[config.mk]
export PLATFORM = sky130hd
export DESIGN_NAME = tap_tempo_median_estimator_core_flat
export DESIGN_NICKNAME = d
export VERILOG_FILES = /design/src/design/tte_pkg.sv /design/src/design/tte_if.sv /design/src/design/tap_tempo_median_estimator_core.sv /design/src/design/tte_ctrl.sv /design/src/design/tte_dp.sv /design/src/flat_wrapper.sv
export VERILOG_INCLUDE_DIRS = /design/src /design/src/design
export SDC_FILE = /design/constraint.sdc
export NUM_CORES = 2
export LEC_CHECK = 0
export BUFFER_PORTS_ARGS = -buffer_cell sky130_fd_sc_hd__buf_4
export CAP_MARGIN = 10
export CORE_ASPECT_RATIO = 1.25
export CORE_UTILIZATION = 25
export DETAILED_ROUTE_END_ITERATION = 6
export PLACE_DENSITY = 0.42
export SYNTH_ARGS = -nofsm -noshare
export SYNTH_HDL_FRONTEND = slang
export SYNTH_SLANG_ARGS = --single-unit
[constraint.sdc]
create_clock -name clk -period 37.8 [get_ports clk]
set_input_delay 3.78 -clock clk [delete_from_list [all_inputs] [get_ports clk]]
set_output_delay 3.78 -clock clk [all_outputs]
set_load 0.02 [all_outputs]
[src/design/tap_tempo_median_estimator_core_defines.svh]
// assertion macros for the tap tempo estimator core
// expects clk and rst_n in the scope where a macro is used
`ifndef TAP_TEMPO_MEDIAN_ESTIMATOR_CORE_DEFINES_SVH
`define TAP_TEMPO_MEDIAN_ESTIMATOR_CORE_DEFINES_SVH

// same-cycle implication, checked out of reset
`define TTE_ASSERT_IMPL(name, ante, cons) \
    name: assert property (@(posedge clk) disable iff (!rst_n) (ante) |-> (cons)) \
        else $error("tte: same-cycle check failed");

// next-cycle implication, checked out of reset
`define TTE_ASSERT_NEXT(name, ante, cons) \
    name: assert property (@(posedge clk) disable iff (!rst_n) (ante) |=> (cons)) \
        else $error("tte: next-cycle check failed");

`endif

[src/design/tte_pkg.sv]
// shared constants, widths and control structs for the tap tempo estimator
// no dependencies
package tte_pkg;

    localparam int MAX_TAPS   = 8;
    localparam int TIME_BITS  = 32;
    localparam int NGAPS      = MAX_TAPS - 1;

    localparam int CNT_W      = $clog2(MAX_TAPS + 1);
    localparam int TAP_IDX_W  = $clog2(MAX_TAPS);
    localparam int GAP_IDX_W  = (NGAPS > 1) ? $clog2(NGAPS) : 1;
    localparam int RANK_W     = $clog2(NGAPS + 1);

    localparam int WIN_W      = 16;
    localparam int BPM_W      = 10;
    localparam int FRAC_W     = 8;
    localparam int TEMPO_W    = 18;
    localparam int HELD_W     = 4;

    localparam int CFG_IDX_W  = 2;
    localparam int CFG_DATA_W = 16;

    localparam int MINUTE_Q8  = 60000 * 256;
    localparam int QUOT_W     = $clog2(MINUTE_Q8 + 1);
    localparam int DIV_CNT_W  = $clog2(QUOT_W);

    localparam logic [TEMPO_W-1:0]   TEMPO_RESET   = TEMPO_W'(30720);
    localparam logic [WIN_W-1:0]     WINDOW_RESET  = WIN_W'(2000);
    localparam logic [BPM_W-1:0]     FLOOR_RESET   = BPM_W'(30);
    localparam logic [BPM_W-1:0]     CEILING_RESET = BPM_W'(300);

    // configuration register indexes
    localparam logic [CFG_IDX_W-1:0] CFG_WINDOW  = CFG_IDX_W'(0);
    localparam logic [CFG_IDX_W-1:0] CFG_FLOOR   = CFG_IDX_W'(1);
    localparam logic [CFG_IDX_W-1:0] CFG_CEILING = CFG_IDX_W'(2);

    typedef struct packed {
        logic capture;
        logic drop_stale;
        logic append;
        logic load_gaps;
        logic rank_step;
        logic div_step;
        logic clamp;
        logic load_out;
    } cmd_t;

    typedef struct packed {
        logic stale;
        logic multi;
        logic found;
        logic med_zero;
        logic div_last;
    } stat_t;

endpackage

[src/design/tte_if.sv]
// valid/ready channel interfaces: tap input, tempo result and config write
// depends on tte_pkg
interface tte_tap_if;
    logic                           valid;
    logic                           ready;
    logic [tte_pkg::TIME_BITS-1:0]  tap_time_ms;

    modport source (output valid, output tap_time_ms, input ready);
    modport sink   (input valid, input tap_time_ms, output ready);
endinterface

interface tte_res_if;
    logic                           valid;
    logic                           ready;
    logic [tte_pkg::TEMPO_W-1:0]    tempo_fixed;
    logic                           updated;
    logic [tte_pkg::HELD_W-1:0]     taps_held;

    modport source (output valid, output tempo_fixed, output updated, output taps_held,
                    input ready);
    modport sink   (input valid, input tempo_fixed, input updated, input taps_held,
                    output ready);
endinterface

interface tte_cfg_if;
    logic                           valid;
    logic                           ready;
    logic [tte_pkg::CFG_IDX_W-1:0]  index;
    logic [tte_pkg::CFG_DATA_W-1:0] data;

    modport source (output valid, output index, output data, input ready);
    modport sink   (input valid, input index, input data, output ready);
endinterface

[src/design/tap_tempo_median_estimator_core.sv]
// top level of the tap tempo estimator: channel wiring, sequencer and datapath
// depends on tte_pkg, tte_if, tte_ctrl, tte_dp and the defines header
//
// Takes one tap timestamp (ms, wrapping) per item and returns one item with the
// current tempo in BPM (8 fraction bits), an updated flag and the number of taps
// held. Taps are handled one at a time. The sequencer drops stale taps one by
// one, appends the new tap and, once two or more taps are held, tries the
// intervals in turn in a rank search (up to MAX_TAPS-1) for the median, runs the
// bit-serial divider that forms 60000*256/median and clamps the quotient; a zero
// median skips the divider and the clamp. The result is then offered and the
// next tap can be taken in the cycle after the result is loaded.
// The result sits in an output register, so a tap can be accepted while the
// previous result waits; a finished tap then holds until that register frees.
// Config writes are taken every cycle.
`include "tap_tempo_median_estimator_core_defines.svh"

module tap_tempo_median_estimator_core (
    input  logic        clk,
    input  logic        rst_n,
    tte_tap_if.sink     tap,
    tte_res_if.source   res,
    tte_cfg_if.sink     cfg
);

    tte_pkg::cmd_t  cmd;
    tte_pkg::stat_t stat;
    logic           tap_ready;
    logic           res_valid;

    assign tap.ready = tap_ready;
    assign res.valid = res_valid;
    assign cfg.ready = 1'b1;

    tte_ctrl u_ctrl (
        .clk       (clk),
        .rst_n     (rst_n),
        .tap_valid (tap.valid),
        .tap_ready (tap_ready),
        .res_ready (res.ready),
        .res_valid (res_valid),
        .stat      (stat),
        .cmd       (cmd)
    );

    tte_dp u_dp (
        .clk         (clk),
        .rst_n       (rst_n),
        .tap_time_ms (tap.tap_time_ms),
        .cfg_valid   (cfg.valid),
        .cfg_index   (cfg.index),
        .cfg_data    (cfg.data),
        .cmd         (cmd),
        .stat        (stat),
        .tempo_fixed (res.tempo_fixed),
        .updated     (res.updated),
        .taps_held   (res.taps_held)
    );

    // sequencer is busy right after taking a tap
    `TTE_ASSERT_NEXT(a_busy_after_tap, tap.valid && tap_ready, !tap_ready)
    // a freshly loaded result is offered with at least one tap held
    `TTE_ASSERT_NEXT(a_result_loaded, cmd.load_out, res_valid && (res.taps_held != '0))
    // a new estimate needs at least one interval
    `TTE_ASSERT_IMPL(a_update_needs_two, res_valid && res.updated, res.taps_held >= 4'd2)

endmodule

[src/design/tte_ctrl.sv]
// sequencer for the tap tempo estimator: steps one tap through the datapath
// depends on tte_pkg
module tte_ctrl (
    input  logic            clk,
    input  logic            rst_n,
    input  logic            tap_valid,
    output logic            tap_ready,
    input  logic            res_ready,
    output logic            res_valid,
    input  tte_pkg::stat_t  stat,
    output tte_pkg::cmd_t   cmd
);

    typedef enum logic [7:0] {
        S_IDLE   = 8'b0000_0001,
        S_AGE    = 8'b0000_0010,
        S_APPEND = 8'b0000_0100,
        S_GAPS   = 8'b0000_1000,
        S_RANK   = 8'b0001_0000,
        S_DIV    = 8'b0010_0000,
        S_CLAMP  = 8'b0100_0000,
        S_FIN    = 8'b1000_0000
    } state_t;

    state_t state_reg;
    state_t state_next;
    logic   res_valid_reg;
    logic   res_valid_next;
    logic   slot_free;

    assign slot_free = !res_valid_reg || res_ready;
    assign tap_ready = (state_reg == S_IDLE);
    assign res_valid = res_valid_reg;

    always_comb
    begin
        state_next = state_reg;
        cmd        = '0;
        case (state_reg)
            S_IDLE:
            begin
                if (tap_valid)
                begin
                    cmd.capture = 1'b1;
                    state_next  = S_AGE;
                end
            end
            S_AGE:
            begin
                // one stale tap leaves per cycle
                if (stat.stale)
                    cmd.drop_stale = 1'b1;
                else
                    state_next = S_APPEND;
            end
            S_APPEND:
            begin
                cmd.append = 1'b1;
                state_next = S_GAPS;
            end
            S_GAPS:
            begin
                cmd.load_gaps = 1'b1;
                state_next    = stat.multi ? S_RANK : S_FIN;
            end
            S_RANK:
            begin
                cmd.rank_step = 1'b1;
                if (stat.found)
                    state_next = S_DIV;
            end
            S_DIV:
            begin
                if (stat.med_zero)
                    state_next = S_FIN;
                else
                begin
                    cmd.div_step = 1'b1;
                    if (stat.div_last)
                        state_next = S_CLAMP;
                end
            end
            S_CLAMP:
            begin
                cmd.clamp  = 1'b1;
                state_next = S_FIN;
            end
            S_FIN:
            begin
                if (slot_free)
                begin
                    cmd.load_out = 1'b1;
                    state_next   = S_IDLE;
                end
            end
            default:
            begin
                state_next = S_IDLE;
            end
        endcase
    end

    always_comb
    begin
        if (cmd.load_out)
            res_valid_next = 1'b1;
        else if (res_ready)
            res_valid_next = 1'b0;
        else
            res_valid_next = res_valid_reg;
    end

    always_ff @(posedge clk or negedge rst_n)
    begin
        if (!rst_n)
        begin
            state_reg     <= S_IDLE;
            res_valid_reg <= 1'b0;
        end
        else
        begin
            state_reg     <= state_next;
            res_valid_reg <= res_valid_next;
        end
    end

endmodule

[src/design/tte_dp.sv]
// datapath: tap store, interval ranking, restoring divider, clamp, config and result regs
// depends on tte_pkg
module tte_dp (
    input  logic                            clk,
    input  logic                            rst_n,
    input  logic [tte_pkg::TIME_BITS-1:0]   tap_time_ms,
    input  logic                            cfg_valid,
    input  logic [tte_pkg::CFG_IDX_W-1:0]   cfg_index,
    input  logic [tte_pkg::CFG_DATA_W-1:0]  cfg_data,
    input  tte_pkg::cmd_t                   cmd,
    output tte_pkg::stat_t                  stat,
    output logic [tte_pkg::TEMPO_W-1:0]     tempo_fixed,
    output logic                            updated,
    output logic [tte_pkg::HELD_W-1:0]      taps_held
);

    localparam int TB = tte_pkg::TIME_BITS;
    localparam int QW = tte_pkg::QUOT_W;

    // config registers
    logic [tte_pkg::WIN_W-1:0]       window_reg;
    logic [tte_pkg::BPM_W-1:0]       floor_reg;
    logic [tte_pkg::BPM_W-1:0]       ceiling_reg;

    // tap store, oldest first
    logic [TB-1:0]                   taps_reg [tte_pkg::MAX_TAPS];
    logic [tte_pkg::CNT_W-1:0]       count_reg;
    logic [tte_pkg::CNT_W-1:0]       count_next;
    logic [TB-1:0]                   now_reg;
    logic                            full;
    logic                            shift;
    logic [tte_pkg::TAP_IDX_W-1:0]   widx;
    logic [TB-1:0]                   age;

    // intervals and ranking
    logic [TB-1:0]                   gap_reg [tte_pkg::NGAPS];
    logic [tte_pkg::RANK_W-1:0]      n_reg;
    logic [tte_pkg::RANK_W-1:0]      half;
    logic [tte_pkg::GAP_IDX_W-1:0]   k_reg;
    logic [TB-1:0]                   cand;
    logic [tte_pkg::NGAPS-1:0]       below;
    logic [tte_pkg::RANK_W-1:0]      rank;

    // divider
    logic [TB-1:0]                   med_reg;
    logic [TB-1:0]                   rem_reg;
    logic [TB-1:0]                   rem_next;
    logic [QW-1:0]                   dvd_reg;
    logic [QW-1:0]                   quot_reg;
    logic [tte_pkg::DIV_CNT_W-1:0]   div_cnt_reg;
    logic [TB:0]                     trial;
    logic                            ge;

    // clamp and result
    logic [tte_pkg::TEMPO_W-1:0]     tempo_reg;
    logic [tte_pkg::TEMPO_W-1:0]     tempo_next;
    logic [tte_pkg::TEMPO_W-1:0]     lo;
    logic [tte_pkg::TEMPO_W-1:0]     hi;
    logic                            upd_reg;
    logic [tte_pkg::TEMPO_W-1:0]     res_tempo_reg;
    logic                            res_upd_reg;
    logic [tte_pkg::HELD_W-1:0]      res_held_reg;

    always_ff @(posedge clk or negedge rst_n)
    begin
        if (!rst_n)
        begin
            window_reg  <= tte_pkg::WINDOW_RESET;
            floor_reg   <= tte_pkg::FLOOR_RESET;
            ceiling_reg <= tte_pkg::CEILING_RESET;
        end
        else if (cfg_valid)
        begin
            case (cfg_index)
                tte_pkg::CFG_WINDOW:  window_reg  <= cfg_data[tte_pkg::WIN_W-1:0];
                tte_pkg::CFG_FLOOR:   floor_reg   <= cfg_data[tte_pkg::BPM_W-1:0];
                tte_pkg::CFG_CEILING: ceiling_reg <= cfg_data[tte_pkg::BPM_W-1:0];
                default:              ;
            endcase
        end
    end

    // ---- tap store ----
    assign full  = (count_reg == tte_pkg::CNT_W'(tte_pkg::MAX_TAPS));
    assign shift = cmd.drop_stale || (cmd.append && full);
    assign widx  = full ? tte_pkg::TAP_IDX_W'(tte_pkg::MAX_TAPS - 1)
                        : count_reg[tte_pkg::TAP_IDX_W-1:0];
    assign age   = now_reg - taps_reg[0];

    always_comb
    begin
        count_next = count_reg;
        if (cmd.drop_stale)
            count_next = count_reg - 1'b1;
        else if (cmd.append && !full)
            count_next = count_reg + 1'b1;
    end

    always_ff @(posedge clk or negedge rst_n)
    begin
        if (!rst_n)
            count_reg <= '0;
        else
            count_reg <= count_next;
    end

    always_ff @(posedge clk)
    begin
        if (cmd.capture)
            now_reg <= tap_time_ms;
    end

    for (genvar i = 0; i < tte_pkg::MAX_TAPS - 1; i++)
    begin : g_tap
        always_ff @(posedge clk)
        begin
            if (cmd.append && (widx == tte_pkg::TAP_IDX_W'(i)))
                taps_reg[i] <= now_reg;
            else if (shift)
                taps_reg[i] <= taps_reg[i+1];
        end
    end

    always_ff @(posedge clk)
    begin
        if (cmd.append && (widx == tte_pkg::TAP_IDX_W'(tte_pkg::MAX_TAPS - 1)))
            taps_reg[tte_pkg::MAX_TAPS-1] <= now_reg;
    end

    // ---- intervals and rank search ----
    for (genvar j = 0; j < tte_pkg::NGAPS; j++)
    begin : g_gap
        always_ff @(posedge clk)
        begin
            if (cmd.load_gaps)
                gap_reg[j] <= taps_reg[j+1] - taps_reg[j];
        end

        // ties rank by position, like a stable sort
        assign below[j] = (tte_pkg::RANK_W'(j) < n_reg) &&
                          ((gap_reg[j] < cand) ||
                           ((gap_reg[j] == cand) && (tte_pkg::GAP_IDX_W'(j) < k_reg)));
    end

    assign cand = gap_reg[k_reg];
    assign half = n_reg >> 1;
    assign rank = tte_pkg::RANK_W'($countones(below));

    always_ff @(posedge clk)
    begin
        if (cmd.load_gaps)
        begin
            n_reg <= tte_pkg::RANK_W'(count_reg - 1'b1);
            k_reg <= '0;
        end
        else if (cmd.rank_step)
            k_reg <= k_reg + 1'b1;
    end

    // ---- restoring divider, one quotient bit per cycle ----
    assign trial    = {rem_reg, dvd_reg[QW-1]};
    assign ge       = (trial >= {1'b0, med_reg});
    assign rem_next = ge ? TB'(trial - {1'b0, med_reg}) : trial[TB-1:0];

    always_ff @(posedge clk)
    begin
        if (cmd.rank_step && stat.found)
        begin
            med_reg     <= cand;
            rem_reg     <= '0;
            dvd_reg     <= QW'(tte_pkg::MINUTE_Q8);
            div_cnt_reg <= '0;
        end
        else if (cmd.div_step)
        begin
            rem_reg     <= rem_next;
            dvd_reg     <= dvd_reg << 1;
            quot_reg    <= {quot_reg[QW-2:0], ge};
            div_cnt_reg <= div_cnt_reg + 1'b1;
        end
    end

    // ---- clamp, floor tested first ----
    assign lo = {floor_reg, {tte_pkg::FRAC_W{1'b0}}};
    assign hi = {ceiling_reg, {tte_pkg::FRAC_W{1'b0}}};

    always_comb
    begin
        if (quot_reg < QW'(lo))
            tempo_next = lo;
        else if (quot_reg > QW'(hi))
            tempo_next = hi;
        else
            tempo_next = tte_pkg::TEMPO_W'(quot_reg);
    end

    always_ff @(posedge clk or negedge rst_n)
    begin
        if (!rst_n)
        begin
            tempo_reg <= tte_pkg::TEMPO_RESET;
            upd_reg   <= 1'b0;
        end
        else if (cmd.capture)
            upd_reg   <= 1'b0;
        else if (cmd.clamp)
        begin
            tempo_reg <= tempo_next;
            upd_reg   <= 1'b1;
        end
    end

    always_ff @(posedge clk)
    begin
        if (cmd.load_out)
        begin
            res_tempo_reg <= tempo_reg;
            res_upd_reg   <= upd_reg;
            res_held_reg  <= tte_pkg::HELD_W'(count_reg);
        end
    end

    assign stat.stale    = (count_reg != '0) && (age > TB'(window_reg));
    assign stat.multi    = (count_reg >= tte_pkg::CNT_W'(2));
    assign stat.found    = (rank == half);
    assign stat.med_zero = (med_reg == '0);
    assign stat.div_last = (div_cnt_reg == tte_pkg::DIV_CNT_W'(QW - 1));

    assign tempo_fixed = res_tempo_reg;
    assign updated     = res_upd_reg;
    assign taps_held   = res_held_reg;

endmodule
[src/flat_wrapper.sv]
// flat-port wrapper written by rule: the top's interface ports become plain ports
module tap_tempo_median_estimator_core_flat 
  (clk, rst_n, tap_valid, tap_tap_time_ms, tap_ready, res_valid, res_tempo_fixed, res_updated, res_taps_held, res_ready, cfg_valid, cfg_index, cfg_data, cfg_ready);
  tte_tap_if tap_i ();
  tte_res_if res_i ();
  tte_cfg_if cfg_i ();
  input  logic clk;
  input  logic rst_n;
  input wire logic [$bits(tap_i.valid)-1:0] tap_valid;
  input wire logic [$bits(tap_i.tap_time_ms)-1:0] tap_tap_time_ms;
  output wire logic [$bits(tap_i.ready)-1:0] tap_ready;
  output wire logic [$bits(res_i.valid)-1:0] res_valid;
  output wire logic [$bits(res_i.tempo_fixed)-1:0] res_tempo_fixed;
  output wire logic [$bits(res_i.updated)-1:0] res_updated;
  output wire logic [$bits(res_i.taps_held)-1:0] res_taps_held;
  input wire logic [$bits(res_i.ready)-1:0] res_ready;
  input wire logic [$bits(cfg_i.valid)-1:0] cfg_valid;
  input wire logic [$bits(cfg_i.index)-1:0] cfg_index;
  input wire logic [$bits(cfg_i.data)-1:0] cfg_data;
  output wire logic [$bits(cfg_i.ready)-1:0] cfg_ready;
  assign tap_i.valid = tap_valid;
  assign tap_i.tap_time_ms = tap_tap_time_ms;
  assign tap_ready = tap_i.ready;
  assign res_valid = res_i.valid;
  assign res_tempo_fixed = res_i.tempo_fixed;
  assign res_updated = res_i.updated;
  assign res_taps_held = res_i.taps_held;
  assign res_i.ready = res_ready;
  assign cfg_i.valid = cfg_valid;
  assign cfg_i.index = cfg_index;
  assign cfg_i.data = cfg_data;
  assign cfg_ready = cfg_i.ready;
  tap_tempo_median_estimator_core u_core (.clk(clk), .rst_n(rst_n), .tap(tap_i), .res(res_i), .cfg(cfg_i));
endmodule
==> flow_summary.yaml <==
yosys:
  synth.area.top_cells: "edfxtp_1 (38%), ha_1 (14%), a21o_1 (4.9%), a21oi_1 (3.4%), inv_1 (3.2%)"
  synthesis.nets: 5141
  synth_top_area_share_pct: 37.6
  synthArstFlopShare_pct: 9.50
  synth_cell_types: 82
  avgSynthCellArea_um2: 10.5
  syn_inst: 4528
  synth_warnings: 0
  seq_area_frac_synth_pct: 43.5
  synth.most_common_cell: "edfxtp_1"
  synth_area_um2: 47500
  synth_ff_type: "edfxtp_1"
  synth_commonest_cells: "edfxtp_1 (594), ha_1 (545), inv_1 (410)"
  yosys.area.top_type: "edfxtp_1"
  synth_edf_count: 594
  ys_ff_latch: 716
place:
  hpwl_mm: 128
  port_buffers: 79
  gp_congestion: 0.876
  place_area_um2: 51200
  dp.cells: 7063
sta:
  skew_ns: 0.0441
  rsz0062_at_grt: "false"
  maxSlewViolCount: 0
  fin_setup_tns_ns: 0
  fmax_mhz: 124
  tightest_slew_ns: 1.28
  finalCritPeriodShare_pct: 21.4
  finalHoldViolCount: 0
  setup_viol: 0
  post-route-min-period_ns: 8.10
  relSlewSlack_pct: 13.7
cts:
  cts.path.max_buffers: 3
  hold_buffers: 0
  cts_root_buffer: "clkbuf_16"
  postCtsSetupRepairBufs: 0
  clk_latency_ns: 0.72
  cts-resized-gates: 0
  clkSlewWorstSetupHoldPaths_ns: 0.06
  cts_made_buffers: 85
  numClockSinks: 716
  cts_tree: "done"
  cts_max_level: 3
detailed_routing:
  drt_iter0_drc: 1998
  viasPerCell: 4.77
  vias: 34500
  drt-total-wl_mm: 160
  drc: 0
  ant_nets: 0
  firstDrtPassIters: 7
  post_drt_wl_per_cell_um: 22.2
grt:
  grt_pass1_vias: 35300
  global_route.usage.total_pct: 16.6
  grt_max_degree: 195
  grt_pass1_wl_mm: 234
  antenna_found_initial: 6
  grt-ovfl-total: 0
worst_setup_path:
  path_max_fanout: 43
  crit_path_end_kind: "register"
  path_buf_inv: 3
  cpMostUsedCell: "fa_1"
  path_class: "reg -> reg"
  critical_path_arrival_ns: 8.43
  worstSetupStartpointType: "register"
  critPathRequiredTime_ns: 38.13
  path_delay_family: "adder cells"
  cp_slowest_stage_delay_ns: 0.76
  slowest_stage: "dfxtp_4"
die:
  rows: 178
  die_h_um: 489
  io_pins: 81
  start_util_pct: 25.2
  dieWidth_um: 392
  coreArea_um2: 188000
  die_area_um2: 192000
finish:
  drive_gt1_share_pct: 9.19
  area_growth_pct: 13.8
  nFillCells: 19800
  fin_cells: 7225
  nets: 5243
  final_area_um2: 54100
  largest_reg_flops: 256
power_and_ir_drop:
  ir_drop_uv: 36.9
  p_leak_nw: 22.5
  power.density_nw_per_um2: 62.0
status:
  outcome: "finished clean"
hold_path:
  hold_path.class: "reg -> reg"
flow_run:
  max_cap_violations: 0
[kinds of logic after synthesis]
family,synth area share (%)
AOI/OAI and AO/OA,16.0
xor gates and xnor gates,4.67
adders and majority gates,14.9
buffers and inverters,4.12
DFF,43.5
muxes,5.14
other,0.00790
and+or+nand+nor,11.7
[area by class of cell]
type                            count  area, um^2  area share (%)
Multi-Input combinational cell   3300       25000            46.2
Tap cell                         2520        3150            5.83
Clock inverter                     48         507           0.937
Inverter                          410        1540            2.85
Sequential cell                   716       20700            38.2
Antenna cell                        5        12.5          0.0231
Clock buffer                      109        2320            4.30
Timing Repair Buffer              117         891            1.65
[worst reg2reg max path: cells and delay by family, from the launching register on]
kind,cells,cell delay [ns]
and+or+nand+nor,8,1.30
AOI/OAI and AO/OA,7,1.43
xor gates and xnor gates,1,0.15
DFF,1,0.76
adders and majority gates,5,2.09
muxes,1,0.61
buffers and inverters,3,1.31
[metal layers]
metal | vias to the layer above | global-route usage (%) | wire, um
met5 | - | 0 | 0
met4 | 0 | 6.68 | 6190
met3 | 221 | 1.69 | 5000
met2 | 606 | 28.6 | 77100
met1 | 16800 | 21.0 | 71800
li1 | 16800 | - | -
[power breakdown]
group | leakage [nW] | total [mW] | internal (mW) | switching, mW
Clock | 1.38 | 0.852 | 0.486 | 0.365
Sequential | 6.62 | 1.13 | 1.04 | 0.0899
Combinational | 14.6 | 1.37 | 0.521 | 0.848
Total | 22.5 | 3.35 | 2.05 | 1.30
[metrics by stage]
| step | util (%) | total power, mW | hold WS, ns | setup WS (ns) |
|---|---|---|---|---|
| after detailed placement | 27.2 | 2.52 | 0.441 | 29.61 |
| after CTS | 28.7 | 3.39 | 0.451 | 29.60 |
| after floorplan | - | 2.03 | 0.425 | 18.73 |
| final | 28.7 | 3.35 | 0.443 | 29.70 |
| after global placement | 27.2 | 2.51 | 0.434 | 29.49 |
| after global routing | 28.7 | 3.56 | 0.457 | 29.09 |
[final timing paths]
path / start / end / slack, ns / cells past startpoint
min in group asynchronous: rst_n / u_core.u_dp.window_reg[12] / 3.01 / 1
hold / removal: u_core.u_dp.quot_reg[19] / u_core.u_dp.quot_reg[20] / 0.44 / 0
max in group asynchronous: rst_n / u_core.u_dp.count_reg[0] / 33.75 / 2
setup / recovery: register / u_core.u_dp.med_reg[1] / 29.70 / 25
hold reg to reg: u_core.u_dp.quot_reg[19] / u_core.u_dp.quot_reg[20] / 0.44 / 0
setup reg to reg: register / u_core.u_dp.med_reg[1] / 29.70 / 25
[placed cells by master, fill, tap and decap left out, types with 48 or more instances in the layout]
cell type  instances
xor2_1            78
mux2i_1           65
ha_1             545
dfrtp_1           49
a21oi_1          321
o21ai_0          249
edfxtp_1         594
nand4_1           83
clkbuf_16         86
nand2_1          294
nand2b_1          84
nor2b_1          123
nand3_1           54
and2_1            48
xnor2_1          175
nor2_1           232
nor3_1            56
mux2_2            90
dfxtp_1           52
a21o_1           308
buf_4            116
inv_1            409
o21a_1            69
Note: power is estimated with default switching activity, not from simulation.
